--- src/sv/dual_moving_average_with_alarms_macros.svh ---
// ----------------------------------------------------------------------------
// Assertion macros for the dual moving average block
// Clocked on clk, disabled while rst is high.
// ----------------------------------------------------------------------------
`ifndef DUAL_MOVING_AVERAGE_WITH_ALARMS_MACROS_SVH
`define DUAL_MOVING_AVERAGE_WITH_ALARMS_MACROS_SVH

// same-cycle implication
`define DMAA_ASSERT_NOW(lbl, ante, cons, msg) \
  lbl: assert property (@(posedge clk) disable iff (rst) (ante) |-> (cons)) \
    else $error(msg);

// next-cycle implication
`define DMAA_ASSERT_NEXT(lbl, ante, cons, msg) \
  lbl: assert property (@(posedge clk) disable iff (rst) (ante) |=> (cons)) \
    else $error(msg);

`endif

--- src/sv/dmaa_pkg.sv ---
// ----------------------------------------------------------------------------
// dmaa_pkg
// Shared types and constants of the dual moving average block.
// ----------------------------------------------------------------------------
package dmaa_pkg;

  localparam int DEFAULT_HISTORY_DEPTH = 8;

  localparam int ADC_W   = 12;
  localparam int TEMP_W  = 11;
  localparam int HUM_W   = 10;
  localparam int CFG_W   = 12;
  localparam int CFG_IDX_W = 2;
  localparam int IN_DATA_W  = 48;
  localparam int OUT_DATA_W = 56;

  localparam logic [CFG_IDX_W-1:0] REG_SOIL_DRY_LIMIT      = 2'd0;
  localparam logic [CFG_IDX_W-1:0] REG_HUMIDITY_LIMIT      = 2'd1;
  localparam logic [CFG_IDX_W-1:0] REG_TEMPERATURE_LIMIT   = 2'd2;
  localparam logic [CFG_IDX_W-1:0] REG_LIGHT_EXTREME_LIMIT = 2'd3;

  localparam logic [ADC_W-1:0]         SOIL_DRY_LIMIT_RST      = 12'd2500;
  localparam logic [HUM_W-1:0]         HUMIDITY_LIMIT_RST      = 10'd800;
  localparam logic signed [TEMP_W-1:0] TEMPERATURE_LIMIT_RST   = 11'sd250;
  localparam logic [ADC_W-1:0]         LIGHT_EXTREME_LIMIT_RST = 12'd3500;

  typedef enum logic [1:0] {
    ST_IDLE,
    ST_SUM,
    ST_DIV,
    ST_EMIT
  } dmaa_state_t;

  typedef struct packed {
    logic take;
    logic sum_en;
    logic div_start;
    logic div_step;
    logic latch;
    logic emit;
  } dmaa_cmd_t;

  typedef struct packed {
    logic sum_done;
    logic div_done;
    logic out_free;
  } dmaa_status_t;

endpackage

--- src/sv/dmaa_ctrl.sv ---
// ----------------------------------------------------------------------------
// dmaa_ctrl
// Sequencer: accept, sum the histories, divide, load the output register.
// ----------------------------------------------------------------------------
`include "dual_moving_average_with_alarms_macros.svh"

module dmaa_ctrl (
  input  logic                 clk,
  input  logic                 rst,
  input  logic                 in_valid,
  input  logic                 in_ok,
  output logic                 in_ready,
  input  dmaa_pkg::dmaa_status_t st,
  output dmaa_pkg::dmaa_cmd_t    cmd
);
  import dmaa_pkg::*;

  dmaa_state_t state;
  dmaa_state_t state_next;

  always_ff @(posedge clk) begin
    if (rst) begin
      state <= ST_IDLE;
    end else begin
      state <= state_next;
    end
  end

  always_comb begin
    state_next = state;
    unique case (state)
      ST_IDLE: begin
        if (in_valid) begin
          state_next = in_ok ? ST_SUM : ST_EMIT;
        end
      end
      ST_SUM: begin
        if (st.sum_done) begin
          state_next = ST_DIV;
        end
      end
      ST_DIV: begin
        if (st.div_done) begin
          state_next = ST_EMIT;
        end
      end
      ST_EMIT: begin
        if (st.out_free) begin
          state_next = ST_IDLE;
        end
      end
    endcase
  end

  always_comb begin
    cmd      = '0;
    in_ready = 1'b0;
    unique case (state)
      ST_IDLE: begin
        in_ready = 1'b1;
        cmd.take = in_valid;
      end
      ST_SUM: begin
        cmd.sum_en    = 1'b1;
        cmd.div_start = st.sum_done;
      end
      ST_DIV: begin
        cmd.div_step = !st.div_done;
        cmd.latch    = st.div_done;
      end
      ST_EMIT: begin
        cmd.emit = st.out_free;
      end
    endcase
  end

  `DMAA_ASSERT_NOW(a_sum_not_empty, $rose(state == ST_SUM), !st.sum_done, "sum ended at once")
  `DMAA_ASSERT_NOW(a_emit_free, cmd.emit, st.out_free, "emit into a full output register")
  `DMAA_ASSERT_NEXT(a_latch_then_emit, cmd.latch, state == ST_EMIT, "latch not followed by emit")

endmodule

--- src/sv/dmaa_datapath.sv ---
// ----------------------------------------------------------------------------
// dmaa_datapath
// History memory, accumulators, shared-divisor dividers, limits and output.
// ----------------------------------------------------------------------------
`include "dual_moving_average_with_alarms_macros.svh"

module dmaa_datapath #(
  parameter int HISTORY_DEPTH = dmaa_pkg::DEFAULT_HISTORY_DEPTH
) (
  input  logic                            clk,
  input  logic                            rst,
  input  logic                            cfg_we,
  input  logic [dmaa_pkg::CFG_IDX_W-1:0]  cfg_index,
  input  logic [dmaa_pkg::CFG_W-1:0]      cfg_data,
  input  logic [dmaa_pkg::IN_DATA_W-1:0]  in_data,
  input  logic                            in_ok,
  output logic                            out_valid,
  input  logic                            out_ready,
  output logic [dmaa_pkg::OUT_DATA_W-1:0] out_data,
  output logic                            out_user,
  input  dmaa_pkg::dmaa_cmd_t             cmd,
  output dmaa_pkg::dmaa_status_t          st
);
  import dmaa_pkg::*;

  localparam int AW = (HISTORY_DEPTH > 1) ? $clog2(HISTORY_DEPTH) : 1;
  localparam int CW = $clog2(HISTORY_DEPTH + 1);
  localparam int SW = ADC_W + $clog2(HISTORY_DEPTH);
  localparam int QW = $clog2(SW + 1);

  logic [2*ADC_W-1:0] mem [HISTORY_DEPTH];

  logic [ADC_W-1:0]         lim_soil;
  logic [HUM_W-1:0]         lim_hum;
  logic signed [TEMP_W-1:0] lim_temp;
  logic [ADC_W-1:0]         lim_light;

  logic [AW-1:0]            pos;
  logic                     full;
  logic [CW-1:0]            count;
  logic [CW-1:0]            rd_idx;
  logic                     rd_pend;
  logic [2*ADC_W-1:0]       rd_data;
  logic [SW-1:0]            acc_soil;
  logic [SW-1:0]            acc_light;
  logic [SW-1:0]            dvd_soil;
  logic [SW-1:0]            dvd_light;
  logic [CW-1:0]            rem_soil;
  logic [CW-1:0]            rem_light;
  logic [QW-1:0]            bits;

  logic signed [TEMP_W-1:0] held_temp;
  logic [HUM_W-1:0]         held_hum;
  logic [ADC_W-1:0]         held_soil;
  logic [ADC_W-1:0]         held_light;
  logic [3:0]               held_flags;
  logic                     held_valid;

  logic                     take_ok;
  logic                     more;
  logic                     issuing;
  logic [CW:0]              trial_soil;
  logic [CW:0]              trial_light;
  logic                     qbit_soil;
  logic                     qbit_light;
  logic [ADC_W-1:0]         q_soil;
  logic [ADC_W-1:0]         q_light;

  assign take_ok = cmd.take && in_ok;
  assign more    = rd_idx < count;
  assign issuing = cmd.sum_en && more;

  assign st.sum_done = !more && !rd_pend;
  assign st.div_done = bits == '0;
  assign st.out_free = !out_valid || out_ready;

  always_ff @(posedge clk) begin
    if (rst) begin
      lim_soil  <= SOIL_DRY_LIMIT_RST;
      lim_hum   <= HUMIDITY_LIMIT_RST;
      lim_temp  <= TEMPERATURE_LIMIT_RST;
      lim_light <= LIGHT_EXTREME_LIMIT_RST;
    end else if (cfg_we) begin
      unique case (cfg_index)
        REG_SOIL_DRY_LIMIT:      lim_soil  <= cfg_data[ADC_W-1:0];
        REG_HUMIDITY_LIMIT:      lim_hum   <= cfg_data[HUM_W-1:0];
        REG_TEMPERATURE_LIMIT:   lim_temp  <= $signed(cfg_data[TEMP_W-1:0]);
        REG_LIGHT_EXTREME_LIMIT: lim_light <= cfg_data[ADC_W-1:0];
      endcase
    end
  end

  always_ff @(posedge clk) begin
    if (take_ok) begin
      mem[pos] <= {in_data[TEMP_W+HUM_W+2*ADC_W-1:TEMP_W+HUM_W+ADC_W],
                   in_data[TEMP_W+HUM_W+ADC_W-1:TEMP_W+HUM_W]};
    end
    if (issuing) begin
      rd_data <= mem[rd_idx[AW-1:0]];
    end
  end

  always_ff @(posedge clk) begin
    if (rst) begin
      pos     <= '0;
      full    <= 1'b0;
      rd_pend <= 1'b0;
      bits    <= '0;
    end else begin
      rd_pend <= issuing;
      if (take_ok) begin
        if (pos == AW'(HISTORY_DEPTH - 1)) begin
          pos  <= '0;
          full <= 1'b1;
        end else begin
          pos <= pos + AW'(1);
        end
      end
      if (cmd.div_start) begin
        bits <= QW'(SW);
      end else if (cmd.div_step) begin
        bits <= bits - QW'(1);
      end
    end
  end

  always_ff @(posedge clk) begin
    if (take_ok) begin
      count     <= full ? CW'(HISTORY_DEPTH) : CW'(pos) + CW'(1);
      rd_idx    <= '0;
      acc_soil  <= '0;
      acc_light <= '0;
    end else begin
      if (issuing) begin
        rd_idx <= rd_idx + CW'(1);
      end
      if (rd_pend) begin
        acc_soil  <= acc_soil + SW'(rd_data[ADC_W-1:0]);
        acc_light <= acc_light + SW'(rd_data[2*ADC_W-1:ADC_W]);
      end
    end
  end

  always_comb begin
    trial_soil  = {rem_soil, dvd_soil[SW-1]};
    trial_light = {rem_light, dvd_light[SW-1]};
    qbit_soil   = trial_soil >= {1'b0, count};
    qbit_light  = trial_light >= {1'b0, count};
  end

  always_ff @(posedge clk) begin
    if (cmd.div_start) begin
      dvd_soil  <= acc_soil;
      dvd_light <= acc_light;
      rem_soil  <= '0;
      rem_light <= '0;
    end else if (cmd.div_step) begin
      dvd_soil  <= {dvd_soil[SW-2:0], qbit_soil};
      dvd_light <= {dvd_light[SW-2:0], qbit_light};
      rem_soil  <= qbit_soil ? CW'(trial_soil - {1'b0, count}) : trial_soil[CW-1:0];
      rem_light <= qbit_light ? CW'(trial_light - {1'b0, count}) : trial_light[CW-1:0];
    end
  end

  assign q_soil  = dvd_soil[ADC_W-1:0];
  assign q_light = dvd_light[ADC_W-1:0];

  always_ff @(posedge clk) begin
    if (rst) begin
      held_temp  <= '0;
      held_hum   <= '0;
      held_soil  <= '0;
      held_light <= '0;
      held_flags <= '0;
      held_valid <= 1'b0;
    end else begin
      if (cmd.take) begin
        held_valid <= in_ok;
      end
      if (take_ok) begin
        held_temp <= $signed(in_data[TEMP_W-1:0]);
        held_hum  <= in_data[TEMP_W+HUM_W-1:TEMP_W];
      end
      if (cmd.latch) begin
        held_soil  <= q_soil;
        held_light <= q_light;
        held_flags <= {q_light >= lim_light, held_temp > lim_temp,
                       held_hum > lim_hum, q_soil >= lim_soil};
      end
    end
  end

  always_ff @(posedge clk) begin
    if (rst) begin
      out_valid <= 1'b0;
    end else if (cmd.emit) begin
      out_valid <= 1'b1;
    end else if (out_ready) begin
      out_valid <= 1'b0;
    end
  end

  always_ff @(posedge clk) begin
    if (cmd.emit) begin
      out_user <= held_valid;
      out_data <= {(OUT_DATA_W - 49)'(0), held_flags, held_light, held_soil,
                   held_hum, held_temp};
    end
  end

  `DMAA_ASSERT_NOW(a_pos_range, 1'b1, int'(pos) < HISTORY_DEPTH, "write position out of range")
  `DMAA_ASSERT_NOW(a_count_nonzero, cmd.div_start, count != '0, "divide by zero count")
  `DMAA_ASSERT_NEXT(a_emit_valid, cmd.emit, out_valid, "output not shown after emit")

endmodule

--- src/sv/dual_moving_average_with_alarms.sv ---
// ----------------------------------------------------------------------------
// dual_moving_average_with_alarms
// Soil and light moving averages over a shared history, with four alarms.
// ----------------------------------------------------------------------------
// One item at a time. An item with a failed air reading skips the sums and
// the divide and goes straight to the output register. For a good item the
// history memory gives one entry per cycle to the accumulators from each of
// the N filled history entries (up to HISTORY_DEPTH), and then the divider
// resolves one quotient bit per cycle of the SW = 12 + clog2(HISTORY_DEPTH)
// bit sum. A finished result waits in the output register while the next
// item is accepted.
// ----------------------------------------------------------------------------
module dual_moving_average_with_alarms #(
  parameter int HISTORY_DEPTH = dmaa_pkg::DEFAULT_HISTORY_DEPTH
) (
  input  logic                            clk,
  input  logic                            rst,
  input  logic                            cfg_we,
  input  logic [dmaa_pkg::CFG_IDX_W-1:0]  cfg_index,
  input  logic [dmaa_pkg::CFG_W-1:0]      cfg_data,
  input  logic                            s_axis_tvalid,
  output logic                            s_axis_tready,
  // air_temperature, air_humidity, soil_sample, light_sample, zero pad
  input  logic [dmaa_pkg::IN_DATA_W-1:0]  s_axis_tdata,
  // air_reading_ok
  input  logic                            s_axis_tuser,
  output logic                            m_axis_tvalid,
  input  logic                            m_axis_tready,
  // temperature_out, humidity_out, soil_average, light_average,
  // soil_critical, humidity_high, temperature_high, light_extreme, zero pad
  output logic [dmaa_pkg::OUT_DATA_W-1:0] m_axis_tdata,
  // data_valid
  output logic                            m_axis_tuser
);
  import dmaa_pkg::*;

  dmaa_cmd_t    cmd;
  dmaa_status_t st;

  dmaa_ctrl u_ctrl (
    .clk      (clk),
    .rst      (rst),
    .in_valid (s_axis_tvalid),
    .in_ok    (s_axis_tuser),
    .in_ready (s_axis_tready),
    .st       (st),
    .cmd      (cmd)
  );

  dmaa_datapath #(
    .HISTORY_DEPTH (HISTORY_DEPTH)
  ) u_datapath (
    .clk       (clk),
    .rst       (rst),
    .cfg_we    (cfg_we),
    .cfg_index (cfg_index),
    .cfg_data  (cfg_data),
    .in_data   (s_axis_tdata),
    .in_ok     (s_axis_tuser),
    .out_valid (m_axis_tvalid),
    .out_ready (m_axis_tready),
    .out_data  (m_axis_tdata),
    .out_user  (m_axis_tuser),
    .cmd       (cmd),
    .st        (st)
  );

endmodule
--- config.mk ---
export PLATFORM = sky130hd
export DESIGN_NAME = dual_moving_average_with_alarms
export DESIGN_NICKNAME = d
export VERILOG_FILES = /design/src/sv/dmaa_pkg.sv /design/src/sv/dmaa_ctrl.sv /design/src/sv/dmaa_datapath.sv /design/src/sv/dual_moving_average_with_alarms.sv
export VERILOG_INCLUDE_DIRS = /design/src /design/src/sv
export SDC_FILE = /design/constraint.sdc
export NUM_CORES = 1
export LEC_CHECK = 0
export BUFFER_PORTS_ARGS = -buffer_cell sky130_fd_sc_hd__buf_4
export CAP_MARGIN = 20
export CORE_MARGIN = 2
export CORE_UTILIZATION = 48
export DETAILED_ROUTE_END_ITERATION = 8
export PLACE_DENSITY = 0.73
export SYNTH_ARGS = -nofsm -noshare
export SYNTH_HDL_FRONTEND = slang
export SYNTH_HIERARCHICAL = 1
export SYNTH_SLANG_ARGS = --single-unit
--- constraint.sdc ---
create_clock -name clk -period 3.91 [get_ports clk]
set_input_delay 0.391 -clock clk [delete_from_list [all_inputs] [get_ports clk]]
set_output_delay 0.391 -clock clk [all_outputs]
set_load 0.05 [all_outputs]
==> results.cfg, run 1 <==
[critical_path]
timing.rr.start = u_datapath/count[1]
critPathKind = flop to flop
cp_cell_sequence = inv_1 -> ha_1 -> a2111oi_4 -> nor3_1 -> and2_2 -> buf_4 -> mux2_2
critPathMaxStageDelay_ps = 480
reg2reg_slack_ps = 1030
startpoint_type = flop
endpoint_kind = flop
r2r-end = u_datapath/dvd_soil[6]
slowest_stage = and2_2
cp.arrival_ps = 3170
cp.required_ps = 4210
cp.buffers_inverters = 2
critPathTopFamily = simple AND/OR/NAND/NOR gates
crit_fanout = 31
reg2regPathDepth = 7

[sta]
finalHoldViolCount = 0
fin_crit_sh = 0.736
relSlewSlack = 0.300
tightest_slew_ps = 1050
fin_setup_tns_ps = 0
rsz0062_at_grt = no
skew_ps = 12.6
period_needed_ps = 2880
final-setup-viol-count = 0
maxSlewViolCount = 0
max_freq_mhz = 347

[drt]
initialDrtViolationCount = 851
via_per_inst = 5.41
drtAntennaViolNets = 0
drc = 0
avgRoutedWirePerCell_um = 18.0
vias = 11400
dr.pass1.iters = 5
drt_wl_total_mm = 38.0

[yosys]
synth_edf_count = 300
synth.most_common_cell = edfxtp_1
synthesis.instances = 1438
netlist.area_leader.share = 0.469
async_flop_share = 0
yosys-top-cells-area = edfxtp_1 (47%), dfxtp_1 (16%), ha_1 (5.9%)
synth-simple-area-share = 0.0952
yosys_warnings = 6
avgSynthCellArea_um2 = 13.4
synth_ff_type = edfxtp_1
synth.distinct_cells = 67
synthMuxAreaShare = 0.109
synth_top_family_by_area = multiplexers
yosysTopAreaCell = edfxtp_1
synth-seq-cells = 449
synth_compound_area_frac = 0.0730
synthTopCellsByCount = edfxtp_1 (300), nand2_1 (155), dfxtp_1 (149), a21oi_1 (91), nor2_1 (91)
synthAdderAreaFrac = 0.0627
syn_area_mm2 = 0.0192
synth_xor_xnor_area_share = 0.00775
ys_seq_area_frac = 0.624

[power]
leakage_uw = 0.00821
powerDensity_mw_per_mm2 = 658
finalPower_uw = 14600
ir_drop_v = 0.000454

[die]
core_mm2 = 0.0396
die_y_um = 204
start_util = 0.485
design.portCount = 127
die_width_um = 204
rows = 73
die_area_mm2 = 0.0417

[clock_tree]
clk_latency_ps = 550
hold_buffers = 0
cts_setup_buffers = 0
clock_sinks = 449
htreeDepth = 2
cts_resized = 0
path_clk_slew_ps = 60
cts.path.max_buffers = 3
cts_root_buf = clkbuf_16
numCtsBuffers = 45
cts_tree = built

[finish]
layout-area-overhead-vs-synth_pct = 15.2
antennaDiodeCount = 0
fin_nets = 1717
drive_above_1_share = 0.209
final_area_mm2 = 0.0221
final_cells = 2114
fin_util = 0.559

[placed_design]
post-place-cells = 2033
port_buffers = 116
gp_congestion = 0.849
place_area_mm2 = 0.0207
hpwl_mm = 24.5

[min_path]
min_path_cells = 1
min_from = s_axis_tdata[23]
hold_end = u_datapath/mem[1][2]
hold_path_class = primary input to flop

[global_route]
grt_max_degree = 82
grt-ovfl-total = 0
grt_pass1_vias = 11300
grt_pass1_wl_mm = 60.0
antenna_found_initial = 0
gr-usage-all-layers = 0.183

[outcome]
outcome = completed

[flow_run]
maxCapViolCount = 0
kinds of logic after synthesis:
kind of cell,count (synthesis)
xor+xnor,17
mux,143
compound gates,219
simple gates,380
buf+inv,135
flops,449
other cells,1
fa+ha+maj,94
flip-flops by register name, indices dropped and copies added (netlist names), 10 cells and up:
register,count
u_datapath/dvd_light,15
u_datapath/lim_light,12
u_datapath/lim_temp,11
u_datapath/out_data,49
u_datapath/mem,192
u_datapath/acc_light,15
u_datapath/held_hum,10
u_datapath/held_soil,12
u_datapath/lim_soil,12
u_datapath/dvd_soil,15
u_datapath/lim_hum,10
u_datapath/rd_data,24
u_datapath/acc_soil,15
u_datapath/held_light,12
u_datapath/held_temp,11
how the worst max path moves through the flow:
stage	start	endpoint	slack, ps	cells past startpoint
after floorplan	u_ctrl/state[1]	u_datapath/mem[2][0]	40	7
after global placement	u_datapath/count[1]	u_datapath/dvd_soil[5]	1110	7
after detailed placement	u_datapath/count[1]	u_datapath/dvd_soil[6]	1010	7
after CTS	u_datapath/count[1]	u_datapath/dvd_soil[6]	1000	7
after global routing	u_datapath/count[1]	u_datapath/dvd_soil[6]	800	7
final	u_datapath/count[1]	u_datapath/dvd_soil[6]	1030	7
cell usage in the layout (no fill, tap or decap), types with 6 or more instances in the layout:
| cell | n |
|---|---|
| o21ai_1 | 6 |
| nor2b_1 | 14 |
| clkbuf_16 | 47 |
| a21oi_1 | 91 |
| mux2_2 | 52 |
| clkinv_2 | 10 |
| xnor2_1 | 11 |
| nand3b_1 | 12 |
| edfxtp_1 | 300 |
| o21ai_0 | 30 |
| nand2_1 | 154 |
| nor3_1 | 12 |
| a21o_1 | 15 |
| xor2_1 | 6 |
| mux2i_1 | 42 |
| inv_1 | 64 |
| nor2_1 | 88 |
| nand2b_1 | 22 |
| nor3b_1 | 7 |
| mux4_2 | 48 |
| dfxtp_1 | 146 |
| clkbuf_1 | 9 |
| a311oi_1 | 6 |
| ha_1 | 90 |
| buf_4 | 134 |
| o21a_1 | 13 |
| nand3_1 | 8 |
| and3_1 | 9 |
| a211o_1 | 12 |
| clkinv_1 | 6 |
| conb_1 | 7 |
| nand4_1 | 10 |
| a211oi_1 | 12 |
metal layers:
| metal | vias up | GRT usage | part of all wire |
|---|---|---|---|
| li1 | 5528 | - | - |
| met1 | 5563 | 0.244 | 0.45 |
| met2 | 281 | 0.310 | 0.48 |
| met3 | 57 | 0.0325 | 0.057 |
| met4 | 0 | 0.0502 | 0.019 |
| met5 | - | 0 | 0 |
cell type report:
| cell class | instances | area [um2] |
|---|---|---|
| Sequential cell | 449 | 12000 |
| Inverter | 65 | 244 |
| Fill cell | 3143 | 17500 |
| Timing Repair Buffer | 134 | 1010 |
| Clock inverter | 25 | 263 |
| Clock buffer | 56 | 1210 |
| Multi-Input combinational cell | 860 | 6760 |
| Tap cell | 525 | 657 |
power by group:
part | switching (uW) | internal [uW]
Combinational | 2250 | 1820
Clock | 1740 | 2530
Sequential | 422 | 5810
stage by stage:
| step | hold slack, ps | setup slack (ps) |
|---|---|---|
| global placement | 415 | 1110 |
| finish | 64.8 | 1030 |
| global route | 55.2 | 803 |
| floorplan | 401 | 41.0 |
| CTS | 41.9 | 1000 |
| detailed placement | 418 | 1010 |
No activity file was read; power rests on OpenSTA's default activity.
==> run 2, diff against run 1 <==
==> constraint.sdc (replaced) <==
create_clock -name clk -period 2.4 [get_ports clk]
set_input_delay 0.24 -clock clk [delete_from_list [all_inputs] [get_ports clk]]
set_output_delay 0.24 -clock clk [all_outputs]
set_load 0.05 [all_outputs]
==> results.cfg, run 2 (same netlist as run 1, synthesis figures left out) <==
[placed_design]
gp_congestion = 0.833
hpwl_mm = 25.4
port_buffers = 116
place_area_mm2 = 0.0210

[global_route]
grt_max_degree = 65
grt_pass1_wl_mm = 63.3
antenna_found_initial = 0
gr-usage-all-layers = 0.193
grt-ovfl-total = 0
grt_pass1_vias = 12000

[clock_tree]
path_clk_slew_ps = 60
htreeDepth = 2
clk_latency_ps = 560
numCtsBuffers = 45
cts_tree = built
cts_root_buf = clkbuf_16
cts.path.max_buffers = 3
cts_setup_buffers = 0
clock_sinks = 449

[die]
die_y_um = 204
die_area_mm2 = 0.0417
rows = 73
design.portCount = 127
core_mm2 = 0.0396
die_width_um = 204
start_util = 0.485

[critical_path]
reg2reg_slack_ps = 170
reg2regPathDepth = 7
critPathKind = flop to flop
timing.rr.start = u_datapath/rd_data[12]
cp-endpoint = u_datapath/acc_light[10]
crit_fanout = 4
startpoint_type = flop
endpoint_kind = flop
crit_start = u_datapath/rd_data[12]
cp.arrival_ps = 2670
cp.required_ps = 2850
r2r-end = u_datapath/acc_light[10]

[min_path]
min_path_cells = 3
hold_path_class = primary input to flop

[power]
leakage_uw = 0.00853
powerDensity_mw_per_mm2 = 1050
ir_drop_v = 0.000662

[sta]
maxSlewViolCount = 0
finalHoldViolCount = 0
rsz0062_at_grt = no
fin_crit_sh = 0.928
period_needed_ps = 2230
skew_ps = 19.1
max_freq_mhz = 449
relSlewSlack = 0.506
tightest_slew_ps = 741
final-setup-viol-count = 0

[drt]
drc = 0
wl_met1_mm = 17.2
wl_met2_mm = 19.6
top_layer_used = met4
via_per_inst = 5.40
route.met3.wl_mm = 2.07
dr.pass1.iters = 5
initialDrtViolationCount = 778
vias = 11800
drtAntennaViolNets = 0
drt_wl_total_mm = 39.5
avgRoutedWirePerCell_um = 18.1

[finish]
top_regs = u_datapath/mem: 192 flops, u_datapath/out_data: 49 flops, u_datapath/rd_data: 24 flops
antennaDiodeCount = 0
fin_util = 0.581
fin_nets = 1785
largest_register_ffs = 192
layout_common_cells = edfxtp_1 (300), nand2_1 (154), dfxtp_1 (144)
drive_above_1_share = 0.212
layout-area-overhead-vs-synth_pct = 19.8
layout_commonest_cell = edfxtp_1
largest_register = u_datapath/mem
final_area_mm2 = 0.0230

[flow_run]
maxCapViolCount = 0

[outcome]
outcome = completed
-- run 2: cell count changes in the layout (fill, tap and decap cells not counted), moves of 3 or more --
cell / before / now
dlygate4sd3_1: 0 / 57
buf_12: 0 / 13
clkinv_2: 10 / 6
inv_1: 64 / 60
nor3_4: 0 / 4
clkinv_1: 6 / 9
nor3_2: 4 / 1
-- run 2: critical path, stage by stage (launching register included) --
cell      delay [ps]
edfxtp_1         370
ha_1             240
fa_1             430
a211oi_1         340
nor2_1           140
o21ai_1          310
and4b_1          240
nor3_1            50
-- run 2: cell type report --
class / instances / area [um2]
clock inverters: 22 / 233
fillers: 3102 / 16600
well taps: 525 / 657
repair buffers: 202 / 1820
flip-flops and latches: 449 / 12000
clock buffers: 59 / 1230
inverters: 65 / 250
multi-input cells: 860 / 6840
-- run 2: layer usage --
layer | up-vias | GRT usage
met4 | 0 | 0.0489
met5 | - | 0
met3 | 52 | 0.0298
li1 | 5667 | -
met2 | 291 | 0.338
met1 | 5776 | 0.252
-- run 2: worst min-delay path by stage --
stage	start	to	slack, ps
3_5_place_dp	u_datapath/held_soil[0]	u_datapath/out_data[21]	420
6_report	m_axis_tready	u_datapath/out_valid	70
3_3_place_gp	u_datapath/held_flags[1]	u_datapath/out_data[46]	410
4_1_cts	m_axis_tready	u_datapath/out_valid	60
5_1_grt	m_axis_tready	u_datapath/out_valid	110
2_1_floorplan	s_axis_tdata[21]	u_datapath/mem[0][0]	340
-- run 2: power by group --
group | leakage [uW] | switching, uW | internal (uW)
Combinational | 0.00386 | 3840 | 3170
Sequential | 0.00395 | 647 | 9470
Clock | 0.000715 | 2810 | 4140
-- run 2: per-stage QoR --
step	std cells	setup slack (ps)	hold WS (ps)	TNS [ps]	total power [uW]
after global routing	2182	17.0	106	0	25400
after floorplan	1444	-228	339	-8690	15400
after global placement	2044	53.8	413	0	16900
after CTS	2182	29.8	63.8	0	24200
final	2182	173	72.9	0	24100
after detailed placement	2044	-15.3	419	-105	17200
-- run 2: repair_timing --
| action | in CTS | in global routing |
|---|---|---|
| hold buffers | 57 | 0 |
| gates resized for setup | 1 | 3 |
| setup endpoints to repair | 25 | 26 |
| pin swaps | 0 | 1 |
| endpoints found under the hold margin | 254 | 0 |
==> run 3, diff against run 2 <==
--- a/config.mk
+++ b/config.mk
@@ -12,6 +12,7 @@
 export CORE_UTILIZATION = 48
 export DETAILED_ROUTE_END_ITERATION = 8
 export PLACE_DENSITY = 0.73
+export RECOVER_POWER = 100
 export SYNTH_ARGS = -nofsm -noshare
 export SYNTH_HDL_FRONTEND = slang
 export SYNTH_HIERARCHICAL = 1
==> results.cfg, run 3 (same netlist as run 1, synthesis figures left out) <==
[outcome]
outcome = completed

[die]
die_width_um = 204
design.portCount = 127
rows = 73
die_y_um = 204
core_mm2 = 0.0396
die_area_mm2 = 0.0417
start_util = 0.485

[min_path]
hold_end = u_datapath/out_valid
hold_path_class = primary input to flop
min_path_cells = 3
min_from = m_axis_tready

[clock_tree]
cts_setup_buffers = 0
path_clk_slew_ps = 60
cts.path.max_buffers = 3
htreeDepth = 2
clock_sinks = 449
cts_tree = built
clk_latency_ps = 560
numCtsBuffers = 45
cts_root_buf = clkbuf_16

[drt]
initialDrtViolationCount = 694
avgRoutedWirePerCell_um = 18.2
drt_wl_total_mm = 39.7
drtAntennaViolNets = 0
drc = 0
vias = 11800
via_per_inst = 5.40
dr.pass1.iters = 5

[finish]
fin_nets = 1785
largest_register = u_datapath/mem
top_regs = u_datapath/mem: 192 flops, u_datapath/out_data: 49 flops, u_datapath/rd_data: 24 flops
num-fill-cells = 3216
layout_common_cells = edfxtp_1 (300), nand2_1 (154), dfxtp_1 (146)
final_area_mm2 = 0.0225
largest_register_ffs = 192
layout-area-overhead-vs-synth_pct = 17.2
drive_above_1_share = 0.150
antennaDiodeCount = 0
layout_commonest_cell = edfxtp_1

[critical_path]
endpoint_kind = flop
cp.required_ps = 2660
startpoint_type = flop
critPathKind = flop to flop
cp_cell_sequence = inv_1 -> ha_4 -> and2_4 -> nand2_4 -> clkinv_1 -> nand2_1 -> nor2_1 -> buf_4
critPathMaxStageDelay_ps = 410
r2r-end = u_datapath/mem[5][5]
crit_fanout = 32
timing.rr.start = u_ctrl/state[0]
slowest_stage = dfxtp_1
reg2regPathDepth = 8
reg2reg_slack_ps = 100
cp.arrival_ps = 2560

[global_route]
antenna_found_initial = 0
grt_pass1_vias = 12000
gr-usage-all-layers = 0.193
grt_max_degree = 65
grt_pass1_wl_mm = 63.3
grt-ovfl-total = 0

[sta]
rsz0062_at_grt = no
tightest_slew_ps = 1310
fin_setup_tns_ps = 0
finalHoldViolCount = 0
relSlewSlack = 0.128
maxSlewViolCount = 0
final-setup-viol-count = 0
whs_ps = 76.3
period_needed_ps = 2300
skew_ps = 18.7
fin_crit_sh = 0.958
max_freq_mhz = 435

[power]
ir_drop_v = 0.000658
leakage_uw = 0.00819
powerDensity_mw_per_mm2 = 1060

[placed_design]
gp_congestion = 0.833
port_buffers = 116
place_area_mm2 = 0.0210
hpwl_mm = 25.4

[flow_run]
maxCapViolCount = 0
[run 3: metal layers]
| metal | share of wire | global-route usage |
|---|---|---|
| met1 | 0.44 | 0.252 |
| met2 | 0.49 | 0.338 |
| met3 | 0.048 | 0.0298 |
| met4 | 0.019 | 0.0489 |
| met5 | 0 | 0 |
[run 3: worst max-delay path: cells and delay by family, from the launching register on]
kind / cells / cell delay, ps
adders and majority gates: 1 / 190
buffers and inverters: 3 / 590
DFF: 1 / 410
and+or+nand+nor: 4 / 820
[run 3: metrics by stage]
step | instances | utilization | total power (uW) | setup slack [ps]
2_1_floorplan | 1444 | - | 15400 | -228
3_3_place_gp | 2044 | 0.529 | 16900 | 53.8
3_5_place_dp | 2044 | 0.529 | 17200 | -15.3
4_1_cts | 2182 | 0.581 | 24200 | 29.8
5_1_grt | 2182 | 0.568 | 25100 | 17.1
6_report | 2182 | 0.568 | 23800 | 101
[run 3: how the worst max path moves through the flow]
stage          slack (ps)  cells past startpoint           startpoint                 endpoint
3_3_place_gp           50                      8  u_datapath/count[2]   u_datapath/dvd_soil[0]
4_1_cts                30                      8  u_datapath/count[3]  u_datapath/dvd_light[0]
3_5_place_dp          -20                      8  u_datapath/count[2]   u_datapath/dvd_soil[6]
6_report              100                      8      u_ctrl/state[0]     u_datapath/mem[5][5]
2_1_floorplan        -230                      9  u_datapath/count[1]  u_datapath/dvd_light[0]
5_1_grt                20                      8      u_ctrl/state[0]    u_datapath/mem[5][12]
[run 3: final cells by class]
cell class / instances / area [um2] / area share
sequential: 449 / 12000 / 0.532
multi-input combinational: 860 / 6760 / 0.300
clock buffer: 59 / 1230 / 0.0546
clock inverter: 22 / 233 / 0.0103
tap: 525 / 657 / 0.0292
inverter: 65 / 250 / 0.0111
timing repair buffer: 202 / 1400 / 0.0621
[run 3: repair_timing]
item / in CTS / in global routing
setup endpoints to repair: 25 / 26
hold endpoints to repair: 254 / 0
pin swaps: 0 / 1
hold buffers: 57 / 0
gates resized for setup: 1 / 3
[run 3: power breakdown]
part	switching, uW	internal [uW]	total, uW
logic	3800	2950	6750
clock network	2810	4140	6950
registers	643	9470	10100
